File: config.mk
export PLATFORM = sky130hd
export DESIGN_NAME = dedup_move_to_top_stack_top_flat
export DESIGN_NICKNAME = d
export VERILOG_FILES = /design/src/dmts_pkg.sv /design/src/dmts_if.sv /design/src/dmts_ctrl.sv /design/src/dmts_datapath.sv /design/src/dedup_move_to_top_stack_top.sv /design/src/flat_wrapper.sv
export SDC_FILE = /design/constraint.sdc
export NUM_CORES = 1
export LEC_CHECK = 0
export BUFFER_PORTS_ARGS = -buffer_cell sky130_fd_sc_hd__buf_2
export CAP_MARGIN = 20
export CELL_PAD_IN_SITES_DETAIL_PLACEMENT = 0
export CELL_PAD_IN_SITES_GLOBAL_PLACEMENT = 2
export CORE_MARGIN = 2
export CORE_UTILIZATION = 40
export CTS_CLUSTER_SIZE = 24
export DETAILED_ROUTE_END_ITERATION = 8
export PLACE_DENSITY = 0.72
export RECOVER_POWER = 50
export SYNTH_ARGS = -nofsm -noshare
export SYNTH_HDL_FRONTEND = slang
export SYNTH_SLANG_ARGS = --single-unit
File: constraint.sdc
create_clock -name clk -period 3.08 [get_ports clk]
set_clock_uncertainty 0.15 [all_clocks]
set_input_delay 0.308 -clock clk [delete_from_list [all_inputs] [get_ports clk]]
set_output_delay 0.308 -clock clk [all_outputs]
set_load 0.05 [all_outputs]
File: src/dmts_pkg.sv
// Shared constants and types for the de-duplicating move-to-top stack.
`timescale 1ns / 1ps

package dmts_pkg;

  localparam int DEPTH_DEFAULT     = 16;
  localparam int ITEM_BITS_DEFAULT = 8;

  localparam logic MODE_PUSH = 1'b0;
  localparam logic MODE_POP  = 1'b1;

  typedef enum logic [1:0] {
    STATUS_OK        = 2'd0,
    STATUS_POP_EMPTY = 2'd1,
    STATUS_PUSH_FULL = 2'd2
  } status_t;

endpackage

File: src/dmts_if.sv
// Request and response channel interfaces of the stack.
`timescale 1ns / 1ps

interface dmts_req_if #(
  parameter int ITEM_BITS = dmts_pkg::ITEM_BITS_DEFAULT
) ();
  logic                 valid;
  logic                 ready;
  logic                 mode;
  logic [ITEM_BITS-1:0] push_value;

  modport source (output valid, mode, push_value, input ready);
  modport sink   (input valid, mode, push_value, output ready);
endinterface

interface dmts_rsp_if #(
  parameter int ITEM_BITS  = dmts_pkg::ITEM_BITS_DEFAULT,
  parameter int COUNT_BITS = $clog2(dmts_pkg::DEPTH_DEFAULT + 1)
) ();
  logic                  valid;
  logic                  ready;
  logic [ITEM_BITS-1:0]  popped_value;
  logic [1:0]            status;
  logic                  was_duplicate;
  logic [COUNT_BITS-1:0] entry_count;
  logic                  is_empty;

  modport source (output valid, popped_value, status, was_duplicate, entry_count, is_empty,
                  input ready);
  modport sink   (input valid, popped_value, status, was_duplicate, entry_count, is_empty,
                  output ready);
endinterface

File: src/dmts_ctrl.sv
// Handshake controller: decides when a transaction executes and when a result is held.
`timescale 1ns / 1ps

module dmts_ctrl (
  input  logic clk,
  input  logic rst,
  input  logic in_valid,
  output logic in_ready,
  output logic out_valid,
  input  logic out_ready,
  output logic exec
);

  typedef enum logic [1:0] {
    ST_IDLE = 2'b01,
    ST_HOLD = 2'b10
  } state_t;

  state_t state;
  state_t state_next;

  // a held result leaving this cycle frees the output register
  assign in_ready  = (state == ST_IDLE) || out_ready;
  assign out_valid = (state == ST_HOLD);
  assign exec      = in_valid && in_ready;

  always_comb begin
    state_next = state;
    unique case (state)
      ST_IDLE: begin
        if (exec) state_next = ST_HOLD;
      end
      ST_HOLD: begin
        if (exec) state_next = ST_HOLD;
        else if (out_ready) state_next = ST_IDLE;
      end
      default: state_next = ST_IDLE;
    endcase
  end

  always_ff @(posedge clk) begin
    if (rst) begin
      state <= ST_IDLE;
    end else begin
      state <= state_next;
    end
  end

  // a result still waiting is never overwritten
  a_no_overwrite: assert property (@(posedge clk) disable iff (rst)
    (out_valid && !out_ready) |-> !exec)
    else $error("result overwritten before it was taken");

  a_exec_holds: assert property (@(posedge clk) disable iff (rst)
    exec |=> out_valid)
    else $error("executed transaction produced no result");

endmodule

File: src/dmts_datapath.sv
// Stack cells, parallel compare, shift-on-move and the result register.
`timescale 1ns / 1ps

module dmts_datapath #(
  parameter int DEPTH      = dmts_pkg::DEPTH_DEFAULT,
  parameter int ITEM_BITS  = dmts_pkg::ITEM_BITS_DEFAULT,
  parameter int COUNT_BITS = $clog2(DEPTH + 1)
) (
  input  logic                  clk,
  input  logic                  rst,
  input  logic                  exec,
  input  logic                  mode,
  input  logic [ITEM_BITS-1:0]  push_value,
  output logic [ITEM_BITS-1:0]  popped_value,
  output logic [1:0]            status,
  output logic                  was_duplicate,
  output logic [COUNT_BITS-1:0] entry_count,
  output logic                  is_empty
);

  // cell 0 is the top of the stack, cell count-1 the bottom
  logic [ITEM_BITS-1:0]  entries [DEPTH];
  logic [COUNT_BITS-1:0] count;
  logic [COUNT_BITS-1:0] count_next;

  logic [DEPTH-1:0] match;
  logic [DEPTH-1:0] hit_below;   // a match at this cell or deeper
  logic             found;
  logic             full;
  logic             is_pop;
  logic             do_pop;
  logic             load_top;
  logic [DEPTH-1:0] shift_up;

  dmts_pkg::status_t    status_next;
  dmts_pkg::status_t    status_q;
  logic [ITEM_BITS-1:0] popped_next;

  always_comb begin
    logic acc;
    acc = 1'b0;
    for (int i = 0; i < DEPTH; i++) begin
      match[i] = (COUNT_BITS'(i) < count) && (entries[i] == push_value);
    end
    for (int i = DEPTH - 1; i >= 0; i--) begin
      acc          = acc | match[i];
      hit_below[i] = acc;
    end
  end

  assign found  = |match;
  assign full   = (count == COUNT_BITS'(DEPTH));
  assign is_pop = (mode == dmts_pkg::MODE_POP);

  always_comb begin
    do_pop      = 1'b0;
    load_top    = 1'b0;
    shift_up    = '0;
    count_next  = count;
    status_next = dmts_pkg::STATUS_OK;
    popped_next = '0;
    if (is_pop) begin
      if (count == '0) begin
        status_next = dmts_pkg::STATUS_POP_EMPTY;
      end else begin
        do_pop      = exec;
        popped_next = entries[0];
        count_next  = count - COUNT_BITS'(1);
      end
    end else if (found) begin
      // cells above the hit slide down one place, the hit value lands on top
      load_top = exec;
      shift_up = exec ? hit_below : '0;
    end else if (full) begin
      status_next = dmts_pkg::STATUS_PUSH_FULL;
    end else begin
      load_top   = exec;
      shift_up   = exec ? '1 : '0;
      count_next = count + COUNT_BITS'(1);
    end
  end

  for (genvar g = 0; g < DEPTH; g++) begin : g_cell
    always_ff @(posedge clk) begin
      if (g == 0 && load_top) begin
        entries[g] <= push_value;
      end else if (do_pop && g < DEPTH - 1) begin
        entries[g] <= entries[(g + 1) % DEPTH];
      end else if (shift_up[g] && g > 0) begin
        entries[g] <= entries[(g + DEPTH - 1) % DEPTH];
      end
    end
  end

  always_ff @(posedge clk) begin
    if (rst) begin
      count <= '0;
    end else if (exec) begin
      count <= count_next;
    end
  end

  always_ff @(posedge clk) begin
    if (exec) begin
      popped_value  <= popped_next;
      status_q      <= status_next;
      was_duplicate <= !is_pop && found;
      entry_count   <= count_next;
      is_empty      <= (count_next == '0);
    end
  end

  assign status = status_q;

  // no value is ever stored twice
  a_no_dup: assert property (@(posedge clk) disable iff (rst)
    $onehot0(match))
    else $error("duplicate value in stack");

  a_count_bound: assert property (@(posedge clk) disable iff (rst)
    count <= COUNT_BITS'(DEPTH))
    else $error("stack count beyond depth");

  a_push_top: assert property (@(posedge clk) disable iff (rst)
    load_top |=> entries[0] == $past(push_value))
    else $error("pushed value not on top");

  a_pop_count: assert property (@(posedge clk) disable iff (rst)
    do_pop |=> count == $past(count) - COUNT_BITS'(1))
    else $error("pop did not shrink stack");

endmodule

File: src/dedup_move_to_top_stack_top.sv
// Top level of the de-duplicating move-to-top stack.
//
//   channel  dir  handshake          payload
//   req      in   valid/ready        mode, push_value
//   rsp      out  valid/ready        popped_value, status, was_duplicate,
//                                    entry_count, is_empty
//
// One transaction per cycle while the response is not stalled: compare against
// every cell and the shift-on-move of the cell row complete in the cycle a
// request is taken; the result appears in the output register in the next cycle.
// A new request is taken in the same cycle a held result is taken.
// Synchronous reset empties the stack; cell contents are not cleared.
// A stalled response holds its result and blocks requests until taken.
`timescale 1ns / 1ps

module dedup_move_to_top_stack_top #(
  parameter int DEPTH     = dmts_pkg::DEPTH_DEFAULT,
  parameter int ITEM_BITS = dmts_pkg::ITEM_BITS_DEFAULT
) (
  input logic       clk,
  input logic       rst,
  dmts_req_if.sink  req,
  dmts_rsp_if.source rsp
);

  localparam int COUNT_BITS = $clog2(DEPTH + 1);

  logic exec;

  dmts_ctrl u_ctrl (
    .clk       (clk),
    .rst       (rst),
    .in_valid  (req.valid),
    .in_ready  (req.ready),
    .out_valid (rsp.valid),
    .out_ready (rsp.ready),
    .exec      (exec)
  );

  dmts_datapath #(
    .DEPTH      (DEPTH),
    .ITEM_BITS  (ITEM_BITS),
    .COUNT_BITS (COUNT_BITS)
  ) u_datapath (
    .clk           (clk),
    .rst           (rst),
    .exec          (exec),
    .mode          (req.mode),
    .push_value    (req.push_value),
    .popped_value  (rsp.popped_value),
    .status        (rsp.status),
    .was_duplicate (rsp.was_duplicate),
    .entry_count   (rsp.entry_count),
    .is_empty      (rsp.is_empty)
  );

endmodule
File: src/flat_wrapper.sv
// flat-port wrapper written by rule: the top's interface ports become plain ports
module dedup_move_to_top_stack_top_flat 
#(
  parameter int DEPTH     = dmts_pkg::DEPTH_DEFAULT,
  parameter int ITEM_BITS = dmts_pkg::ITEM_BITS_DEFAULT
)
  (clk, rst, req_valid, req_mode, req_push_value, req_ready, rsp_valid, rsp_popped_value, rsp_status, rsp_was_duplicate, rsp_entry_count, rsp_is_empty, rsp_ready);
  dmts_req_if #(.ITEM_BITS(ITEM_BITS)) req_i ();
  dmts_rsp_if #(.ITEM_BITS(ITEM_BITS)) rsp_i ();
  input logic clk;
  input logic rst;
  input wire logic [$bits(req_i.valid)-1:0] req_valid;
  input wire logic [$bits(req_i.mode)-1:0] req_mode;
  input wire logic [$bits(req_i.push_value)-1:0] req_push_value;
  output wire logic [$bits(req_i.ready)-1:0] req_ready;
  output wire logic [$bits(rsp_i.valid)-1:0] rsp_valid;
  output wire logic [$bits(rsp_i.popped_value)-1:0] rsp_popped_value;
  output wire logic [$bits(rsp_i.status)-1:0] rsp_status;
  output wire logic [$bits(rsp_i.was_duplicate)-1:0] rsp_was_duplicate;
  output wire logic [$bits(rsp_i.entry_count)-1:0] rsp_entry_count;
  output wire logic [$bits(rsp_i.is_empty)-1:0] rsp_is_empty;
  input wire logic [$bits(rsp_i.ready)-1:0] rsp_ready;
  assign req_i.valid = req_valid;
  assign req_i.mode = req_mode;
  assign req_i.push_value = req_push_value;
  assign req_ready = req_i.ready;
  assign rsp_valid = rsp_i.valid;
  assign rsp_popped_value = rsp_i.popped_value;
  assign rsp_status = rsp_i.status;
  assign rsp_was_duplicate = rsp_i.was_duplicate;
  assign rsp_entry_count = rsp_i.entry_count;
  assign rsp_is_empty = rsp_i.is_empty;
  assign rsp_i.ready = rsp_ready;
  dedup_move_to_top_stack_top #(.DEPTH(DEPTH), .ITEM_BITS(ITEM_BITS)) u_core (.clk(clk), .rst(rst), .req(req_i), .rsp(rsp_i));
endmodule
==> impl_metrics.ini, run 1 <==
[power_and_ir_drop]
total_power_mw = 6.38
combPwrFrac_pct = 22.8
p_int_mw = 4.53
ir_drop_mv = 0.409
swShare_pct = 28.9
p_per_area_mw_per_mm2 = 562
clkPwrFrac_pct = 33.5
p_switching_mw = 1.84
p_seq_share_pct = 43.7
power_leakage_nw = 4.23

[global_route]
grt_pass1_vias = 6244
grt_pass1_wl_mm = 36.0
grt_max_degree = 24
overflow = 0
antenna_found_initial = 0
track_usage_pct = 20.0

[cts]
clockBufferDepth = 2
insertion_delay_ns = 0.43
numCtsBuffers = 17
clk_pin_slew_ns = 0.07
cts_tree = done
htree_levels = 4
clkSinkCount = 152
cts-root-buf = clkbuf_16

[setup_path]
crit_path_end_kind = register
required_ns = 3.12
r2r_cells = 9
cp.arrival_ns = 3.11
path_class = register to register
r2r-start = u_core.u_datapath.count[4]$_SDFFE_PP0P_
start_kind = register
r2r-end = u_core.u_datapath.entries[1][46]$_DFFE_PP_
worstPathMaxFanout = 9
regToRegSetupSlack_ns = 0.009

[synth]
postSynthAreaPerCell_um2 = 13.6
netlist.area_leader.share_pct = 49.6
synth_area_mm2 = 0.00877
ys_seq_area_share_pct = 51.2
synth_top_cell_by_area = edfxtp_1
synth_ff_type = edfxtp_1
synthesis.nets = 661
synthCells = 643
ys_warn_count = 0
synthTopCellsByArea = edfxtp_1, mux2_2, xnor2_1, xor2_1, buf_6
synth_edf_count = 145
yosysUniqueCellTypes = 71
async_reset_ff_share_pct = 0
synth_seq_cells = 152

[layout]
fill_cells = 1858
final_area_mm2 = 0.0114
diodes = 0
area_growth_pct = 29.4
nets = 866
fin_util_pct = 52.3
drive_gt1_share_pct = 47.2

[floorplanning]
ios = 32
die_area_mm2 = 0.0231
die_y_um = 152
core_area_mm2 = 0.0217
die_w_um = 152
rows = 54
start_util_pct = 40.5

[detailed_routing]
vias_per_cell = 5.25
dr.first_iter.drc_count = 351
drt_pass1_iterations = 5
post_drt_wl_per_cell_um = 20.3
drc = 0
ant_nets = 0
num_vias = 5989
routed_wl_mm = 23.2

[timing]
tightestPinTransition_ns = 1.17
whs_ns = 0.0149
report.final.setup_viol = 0
max_slew_margin_pct = 22.1
fmax_mhz = 326
setup_ws_ns = 0.00917
finalHoldViolations = 0
period_share_pct = 99.7
timing.final.crit_period_ns = 3.07
slew_viol_final = 0
rsz0062_at_grt = yes

[run_status]
status = finished, final reports clean

[min_path]
whs_path_depth = 2
worstHoldEndpoint = u_core.u_datapath.count[0]$_SDFFE_PP0P_
hold_class = primary input to register
min_from = rst

[job]
max_cap_viol_count = 0

[placed_design]
place_hpwl_mm = 17.9
gp_congestion = 0.817
pre_cts_ws_ns = -0.460
port_buffers = 31
placed_cell_area_mm2 = 0.0105
==> sequential cells by signal (all words and copies together), names as in the netlist <==
signal / count
u_core.u_datapath.entries: 128
u_core.u_datapath.popped_value: 8
u_core.u_datapath.count: 5
u_core.u_datapath.entry_count: 5
u_core.u_ctrl.state: 2
u_core.u_datapath.status: 2
u_core.u_datapath.is_empty: 1
u_core.u_datapath.was_duplicate: 1
==> through the flow <==
stage	instances	setup TNS (ns)
detailed placement	1101	-72.50
global placement	1101	-62.38
CTS	1135	0
finish	1141	0
global route	1141	-0.551
floorplan	643	0
==> cell families after synthesis <==
kind of cell / Yosys count / synth area share, %
compound gates: 59 / 6.13
xor+xnor: 129 / 12.9
fa+ha+maj: 5 / 0.713
buf+inv: 40 / 3.78
flops: 152 / 51.2
mux: 123 / 16.1
simple gates: 135 / 9.20
==> cells in the mapped netlist, drive strengths merged (10+ instances only) <==
library cell / number
edfxtp: 145
mux2: 120
xnor2: 84
xor2: 45
nand2: 32
buf: 26
nand4: 19
nand3: 17
nor2: 17
o21ai: 15
nor4: 14
nor3: 10
==> placed cells by master (no fill, tap or decap), drive strengths merged, types with 8 or more instances in the layout <==
cell type,n
nor3,10
a21oi,8
o21ai,15
mux2,120
edfxtp,145
nor4,14
inv,11
buf,197
nor2,17
xnor2,84
nand2,32
xor2,45
nand4,19
clkbuf,40
and2,8
nand3,17
==> cell type report <==
class | instances | area [µm²] | area share, %
Clock buffer | 17 | 425 | 3.75
Timing Repair Buffer | 220 | 1760 | 15.5
Multi-Input combinational cell | 451 | 4120 | 36.3
Sequential cell | 152 | 4510 | 39.7
Tap cell | 280 | 350 | 3.09
Inverter | 6 | 26.3 | 0.231
Clock inverter | 15 | 166 | 1.47
==> how the worst max path moves through the flow <==
stage                                                 start                                          to  slack [ns]
floorplan               u_core.u_ctrl.state[1]$_SDFFE_PP0P_   u_core.u_datapath.entries[0][0]$_DFFE_PP_        0.05
global placement                          req_push_value[6]  u_core.u_datapath.entries[1][47]$_DFFE_PP_       -0.39
detailed placement                        req_push_value[6]  u_core.u_datapath.entries[1][47]$_DFFE_PP_       -0.46
CTS                 u_core.u_datapath.count[2]$_SDFFE_PP0P_  u_core.u_datapath.entries[1][47]$_DFFE_PP_       0.004
global route        u_core.u_datapath.count[4]$_SDFFE_PP0P_  u_core.u_datapath.entries[0][17]$_DFFE_PP_       -0.04
finish              u_core.u_datapath.count[4]$_SDFFE_PP0P_  u_core.u_datapath.entries[1][46]$_DFFE_PP_       0.009
==> routing by layer <==
| layer | track usage [%] | routed length (µm) | vias up |
|---|---|---|---|
| met1 | 26.6 | 10500 | 2992 |
| met5 | 0 | 0 | - |
| met3 | 3.08 | 833 | 31 |
| met4 | 7.08 | 566 | 0 |
| met2 | 33.5 | 11300 | 153 |
| li1 | - | - | 2813 |
==> repair_timing <==
item | 4_1_cts | 5_1_grt
hold buffers | 0 | 0
endpoints found under the setup margin | 220 | 227
pin swaps | 3 | 10
gates resized for setup | 12 | 29
setup buffers | 2 | 8
gates cloned | 0 | 0
==> power by group through the flow <==
stage               Combinational (mW)  Clock [mW]  Sequential, mW
finish                            1.46        2.13            2.79
detailed placement                1.43           0            2.82
CTS                               1.45        2.16            2.78
global placement                  1.40           0            2.82
global route                      1.56        2.24            2.81
floorplan                        0.782           0            2.86
==> worst max-delay path, stage by stage, from the launching register on <==
cell and delay (ns):
dfxtp_2 0.42, buf_4 0.17, a21oi_1 0.06, or4_4 0.56, and4_4 0.23, and4_4 0.21, or3_4 0.36, o21ai_4 0.17
buf_12 0.15, mux2_2 0.33
Note: power is estimated with default switching activity, not from simulation.
==> run 2: changes to the inputs <==
--- a/config.mk
+++ b/config.mk
@@ -7,7 +7,7 @@
 export LEC_CHECK = 0
 export BUFFER_PORTS_ARGS = -buffer_cell sky130_fd_sc_hd__buf_2
 export CAP_MARGIN = 20
-export CELL_PAD_IN_SITES_DETAIL_PLACEMENT = 0
+export CELL_PAD_IN_SITES_DETAIL_PLACEMENT = 1
 export CELL_PAD_IN_SITES_GLOBAL_PLACEMENT = 2
 export CORE_MARGIN = 2
 export CORE_UTILIZATION = 40
==> impl_metrics.ini, run 2 (synthesized netlist as in run 1, its figures left out) <==
[timing]
fmax_mhz = 325
whs_ns = 0.0220
max_slew_margin_pct = 18.2
timing.final.crit_period_ns = 3.08
report.final.setup_viol = 1
setup_ws_ns = -0.00103
rsz0062_at_grt = yes
period_share_pct = 100
finalHoldViolations = 0
tightestPinTransition_ns = 1.23
slew_viol_final = 0

[min_path]
hold_class = primary input to register

[cts]
cts_tree = done
clk_pin_slew_ns = 0.07
clockBufferDepth = 2
clkSinkCount = 152
htree_levels = 4
cts-root-buf = clkbuf_16
numCtsBuffers = 17
insertion_delay_ns = 0.45

[power_and_ir_drop]
ir_drop_mv = 0.340
power_leakage_nw = 4.36
total_power_mw = 6.48
p_per_area_mw_per_mm2 = 560

[detailed_routing]
drt_pass1_iterations = 5
ant_nets = 0
routed_wl_mm = 26.4
post_drt_wl_per_cell_um = 23.0
dr.first_iter.drc_count = 259
drc = 0
vias_per_cell = 5.37
num_vias = 6180

[global_route]
antenna_found_initial = 0
grt_busiest_layer = met2
grtUsageMet1_pct = 29.2
grt_pass1_wl_mm = 40.6
grt_max_degree = 24
overflow = 0
track_usage_pct = 22.9
grt_pass1_vias = 6803
use_met2_pct = 39.2
use_met3_pct = 3.74

[placed_design]
gp_congestion = 0.817
placed_cell_area_mm2 = 0.0105
dp.cells = 1101
place_hpwl_mm = 19.7
port_buffers = 31

[setup_path]
worstPathMaxFanout = 9
path_class = register to register
required_ns = 3.14
start_kind = register
cp.arrival_ns = 3.14
crit_path_end_kind = register

[layout]
largest_reg_flops = 128
instances_no_fill = 1150
drive_gt1_share_pct = 48.9
final_common_cell = buf_4
final_area_mm2 = 0.0116
top_register = u_core.u_datapath.entries
top_regs = u_core.u_datapath.entries (128), u_core.u_datapath.popped_value (8)
nets = 875
area_growth_pct = 31.9
final_cell_mix = buf_4, edfxtp_1, mux2_2, xnor2_1, xor2_1
diodes = 0

[floorplanning]
core_area_mm2 = 0.0217
die_w_um = 152
start_util_pct = 40.5
die_y_um = 152
die_area_mm2 = 0.0231
ios = 32
rows = 54

[run_status]
violations = negative setup slack
status = finished, violations left

[job]
max_cap_viol_count = 0
[run 2: path summary, 6_finish.rpt]
path	startpoint	cells after the start	slack, ns	end
max reg2reg	u_core.u_datapath.entries[1][28]$_DFFE_PP_	9	-0.001	u_core.u_datapath.entries[1][40]$_DFFE_PP_
min reg2reg	u_core.u_datapath.entries[1][54]$_DFFE_PP_	0	0.37	u_core.u_datapath.entries[1][62]$_DFFE_PP_
max	u_core.u_datapath.entries[1][28]$_DFFE_PP_	9	-0.001	u_core.u_datapath.entries[1][40]$_DFFE_PP_
min	rst	2	0.02	u_core.u_datapath.count[4]$_SDFFE_PP0P_
[run 2: area by class of cell]
type / instances / area, µm²
clock buffers: 17 / 425
clock inverters: 15 / 161
fillers: 2178 / 10100
inverters: 6 / 23.8
multi-input cells: 451 / 4240
flip-flops and latches: 152 / 4510
well taps: 280 / 350
repair buffers: 229 / 1860
[run 2: stage by stage]
stage               utilization, %  setup TNS (ns)  setup WS, ns
finish                        53.3        -0.00103      -0.00103
global route                  53.3           -2.56       -0.0734
CTS                           51.8         -0.0163      -0.00806
detailed placement            48.6          -76.70        -0.428
global placement              48.6          -62.38        -0.390
floorplan                        -               0        0.0451
[run 2: per-layer routing]
layer  share of wire [%]  wire length (µm)  vias to the layer above
li1                    -                 -                     2840
met1                  44             11600                     3202
met2                  51             13500                      100
met3                 2.6               695                       38
met4                 2.4               631                        0
met5                   0                 0                        -
[run 2: report_power, final]
| group | internal (mW) | leakage [nW] | switching, mW |
|---|---|---|---|
| clock | 1.15 | 0.285 | 0.990 |
| sequential | 2.60 | 1.44 | 0.200 |
| combinational | 0.764 | 2.64 | 0.784 |
| total | 4.51 | 4.36 | 1.98 |
[run 2: what timing repair did]
action / CTS / global route
buffers inserted: 5 / 12
resized for setup: 14 / 52
hold buffers: 0 / 0
pin swaps: 6 / 14
endpoints found under the setup margin: 250 / 228
gates cloned: 0 / 1
[run 2: critical path: stages (launching register included)]
cell and delay (ns):
edfxtp_1 0.45, xnor2_2 0.20, nand3_1 0.09, or4_4 0.50
and4_4 0.23, and4_4 0.20, or3_4 0.36, o21ai_4 0.18
buf_12 0.15, mux2_2 0.34
==> run 3: changes to the inputs <==
--- a/config.mk
+++ b/config.mk
@@ -10,10 +10,10 @@
 export CELL_PAD_IN_SITES_DETAIL_PLACEMENT = 1
 export CELL_PAD_IN_SITES_GLOBAL_PLACEMENT = 2
 export CORE_MARGIN = 2
-export CORE_UTILIZATION = 40
+export CORE_UTILIZATION = 29
 export CTS_CLUSTER_SIZE = 24
 export DETAILED_ROUTE_END_ITERATION = 8
-export PLACE_DENSITY = 0.72
+export PLACE_DENSITY = 0.55
 export RECOVER_POWER = 50
 export SYNTH_ARGS = -nofsm -noshare
 export SYNTH_HDL_FRONTEND = slang
==> impl_metrics.ini, run 3 (synthesized netlist as in run 1, its figures left out) <==
[detailed_routing]
drt_pass1_iterations = 4
dr.first_iter.drc_count = 276
vias_per_cell = 4.81
post_drt_wl_per_cell_um = 21.7
ant_nets = 0
routed_wl_mm = 27.9
drc = 0
num_vias = 6179

[cts]
htree_levels = 4
cts_tree = done
clockBufferDepth = 2
clk_pin_slew_ns = 0.07
clkSinkCount = 152
insertion_delay_ns = 0.44
numCtsBuffers = 17
cts-root-buf = clkbuf_16

[timing]
final.setup.tns_ns = -0.0392
finalHoldViolations = 0
fmax_mhz = 323
rsz0062_at_grt = yes
slew_viol_final = 0
timing.final.crit_period_ns = 3.09
tightestPinTransition_ns = 0.623
report.final.setup_viol = 8
max_slew_margin_pct = 58.4
setup_ws_ns = -0.0114
period_share_pct = 100

[power_and_ir_drop]
total_power_mw = 6.49
p_per_area_mw_per_mm2 = 546
ir_drop_mv = 0.277
power_leakage_nw = 4.45

[global_route]
antenna_found_initial = 0
grt_pass1_vias = 6899
grt_max_degree = 24
grt_pass1_wl_mm = 42.6
overflow = 0
track_usage_pct = 18.4

[floorplanning]
core_area_mm2 = 0.0297
start_util_pct = 29.5
die_y_um = 178
die_w_um = 178
die_area_mm2 = 0.0317
rows = 63
ios = 32

[setup_path]
crit_path_end_kind = register
path_class = register to register
cp.arrival_ns = 3.12
worstPathMaxFanout = 8
required_ns = 3.11
cp_slowest_cell = dfxtp_4
start_kind = register
slowest_delay_ns = 0.36
cpMostUsedCell = buf_4
worstPathCellList = buf_4 > nor3_4 > buf_6 > a211oi_2 > buf_4 > nor4_4 > buf_4 > nand4_4 > buf_12 > mux2i_1 > o21ai_2 > buf_12 > mux2_2
critPathBufInv = 6
cp_top_family = buffers and inverters

[layout]
fill_cells = 3131
area_growth_pct = 35.6
top_register = u_core.u_datapath.entries
diodes = 0
final_area_mm2 = 0.0119
final_common_cell = buf_4
nets = 900
largest_reg_flops = 128
final_cell_mix = buf_4, edfxtp_1, mux2_2, xnor2_1, xor2_1
top_regs = u_core.u_datapath.entries (128), u_core.u_datapath.popped_value (8)
drive_gt1_share_pct = 48.9
instances_no_fill = 1285

[run_status]
status = finished, violations left
violations = negative setup slack

[job]
max_cap_viol_count = 0

[placed_design]
port_buffers = 31
dp.cells = 1231
place_hpwl_mm = 21.2
placed_cell_area_mm2 = 0.0109
gp_congestion = 0.783
pre_cts_ws_ns = -0.593

[min_path]
hold_class = primary input to register
run 3: cell count changes in the layout (fill, tap and decap cells not counted), moves of 3 or more:
| cell | delta |
|---|---|
| buf_12 | +7 |
| buf_4 | +12 |
| clkbuf_1 | +7 |
| mux2_2 | -4 |
| mux2_4 | +5 |
| nand2_1 | -4 |
| nand2_2 | +3 |
| xnor2_1 | +3 |
| xnor2_2 | -3 |
run 3: metrics by stage:
stage | utilization (%) | hold WS (ns)
after global placement | 36.5 | 0.350
after detailed placement | 36.5 | 0.373
after global routing | 40.0 | 0.0702
after floorplan | - | 0.227
final | 40.0 | 0.0607
after CTS | 39.4 | 0.0648
run 3: routing by layer:
layer	wire, µm	share of wire, %	GRT usage [%]
met5	0	0	0
met1	12900	46	24.4
met2	14000	50	31.5
met3	682	2.4	2.87
met4	306	1.1	3.96
run 3: final timing paths:
check,slack [ns],start,end,cells past startpoint
worst max-delay path,-0.01,u_core.u_datapath.count[2]$_SDFFE_PP0P_,u_core.u_datapath.entries[0][23]$_DFFE_PP_,13
worst min-delay path,0.06,req_valid,u_core.u_ctrl.state[0]$_SDFFE_PP1P_,3
worst max register to register,-0.01,u_core.u_datapath.count[2]$_SDFFE_PP0P_,u_core.u_datapath.entries[0][23]$_DFFE_PP_,13
worst min register to register,0.39,u_core.u_ctrl.state[1]$_SDFFE_PP0P_,u_core.u_ctrl.state[1]$_SDFFE_PP0P_,2
run 3: final cells by class:
type	instances	area [µm²]	share of cell area, %
flip-flops and latches	152	4500	37.8
well taps	390	488	4.10
repair buffers	253	2070	17.4
multi-input cells	452	4230	35.5
inverters	6	26.3	0.221
clock inverters	14	158	1.32
clock buffers	18	429	3.61
run 3: timing repair:
action / CTS / global route
resized for setup: 37 / 27
pin swaps: 6 / 6
gates cloned: 1 / 1
endpoints found under the hold margin: 1 / 0
hold buffers: 1 / 0
buffers inserted: 7 / 12
setup endpoints to repair: 240 / 205
run 3: tightest hold or removal path, cell delays in order:
cell and delay [ns]:
buf_2 0.12, nand2_1 0.09, a21o_1 0.11
run 3: report_power, final:
group	leakage (nW)	total (mW)	switching [mW]	internal, mW
clock network	0.285	2.12	0.964	1.15
logic	2.73	1.60	0.816	0.788
registers	1.43	2.77	0.179	2.60
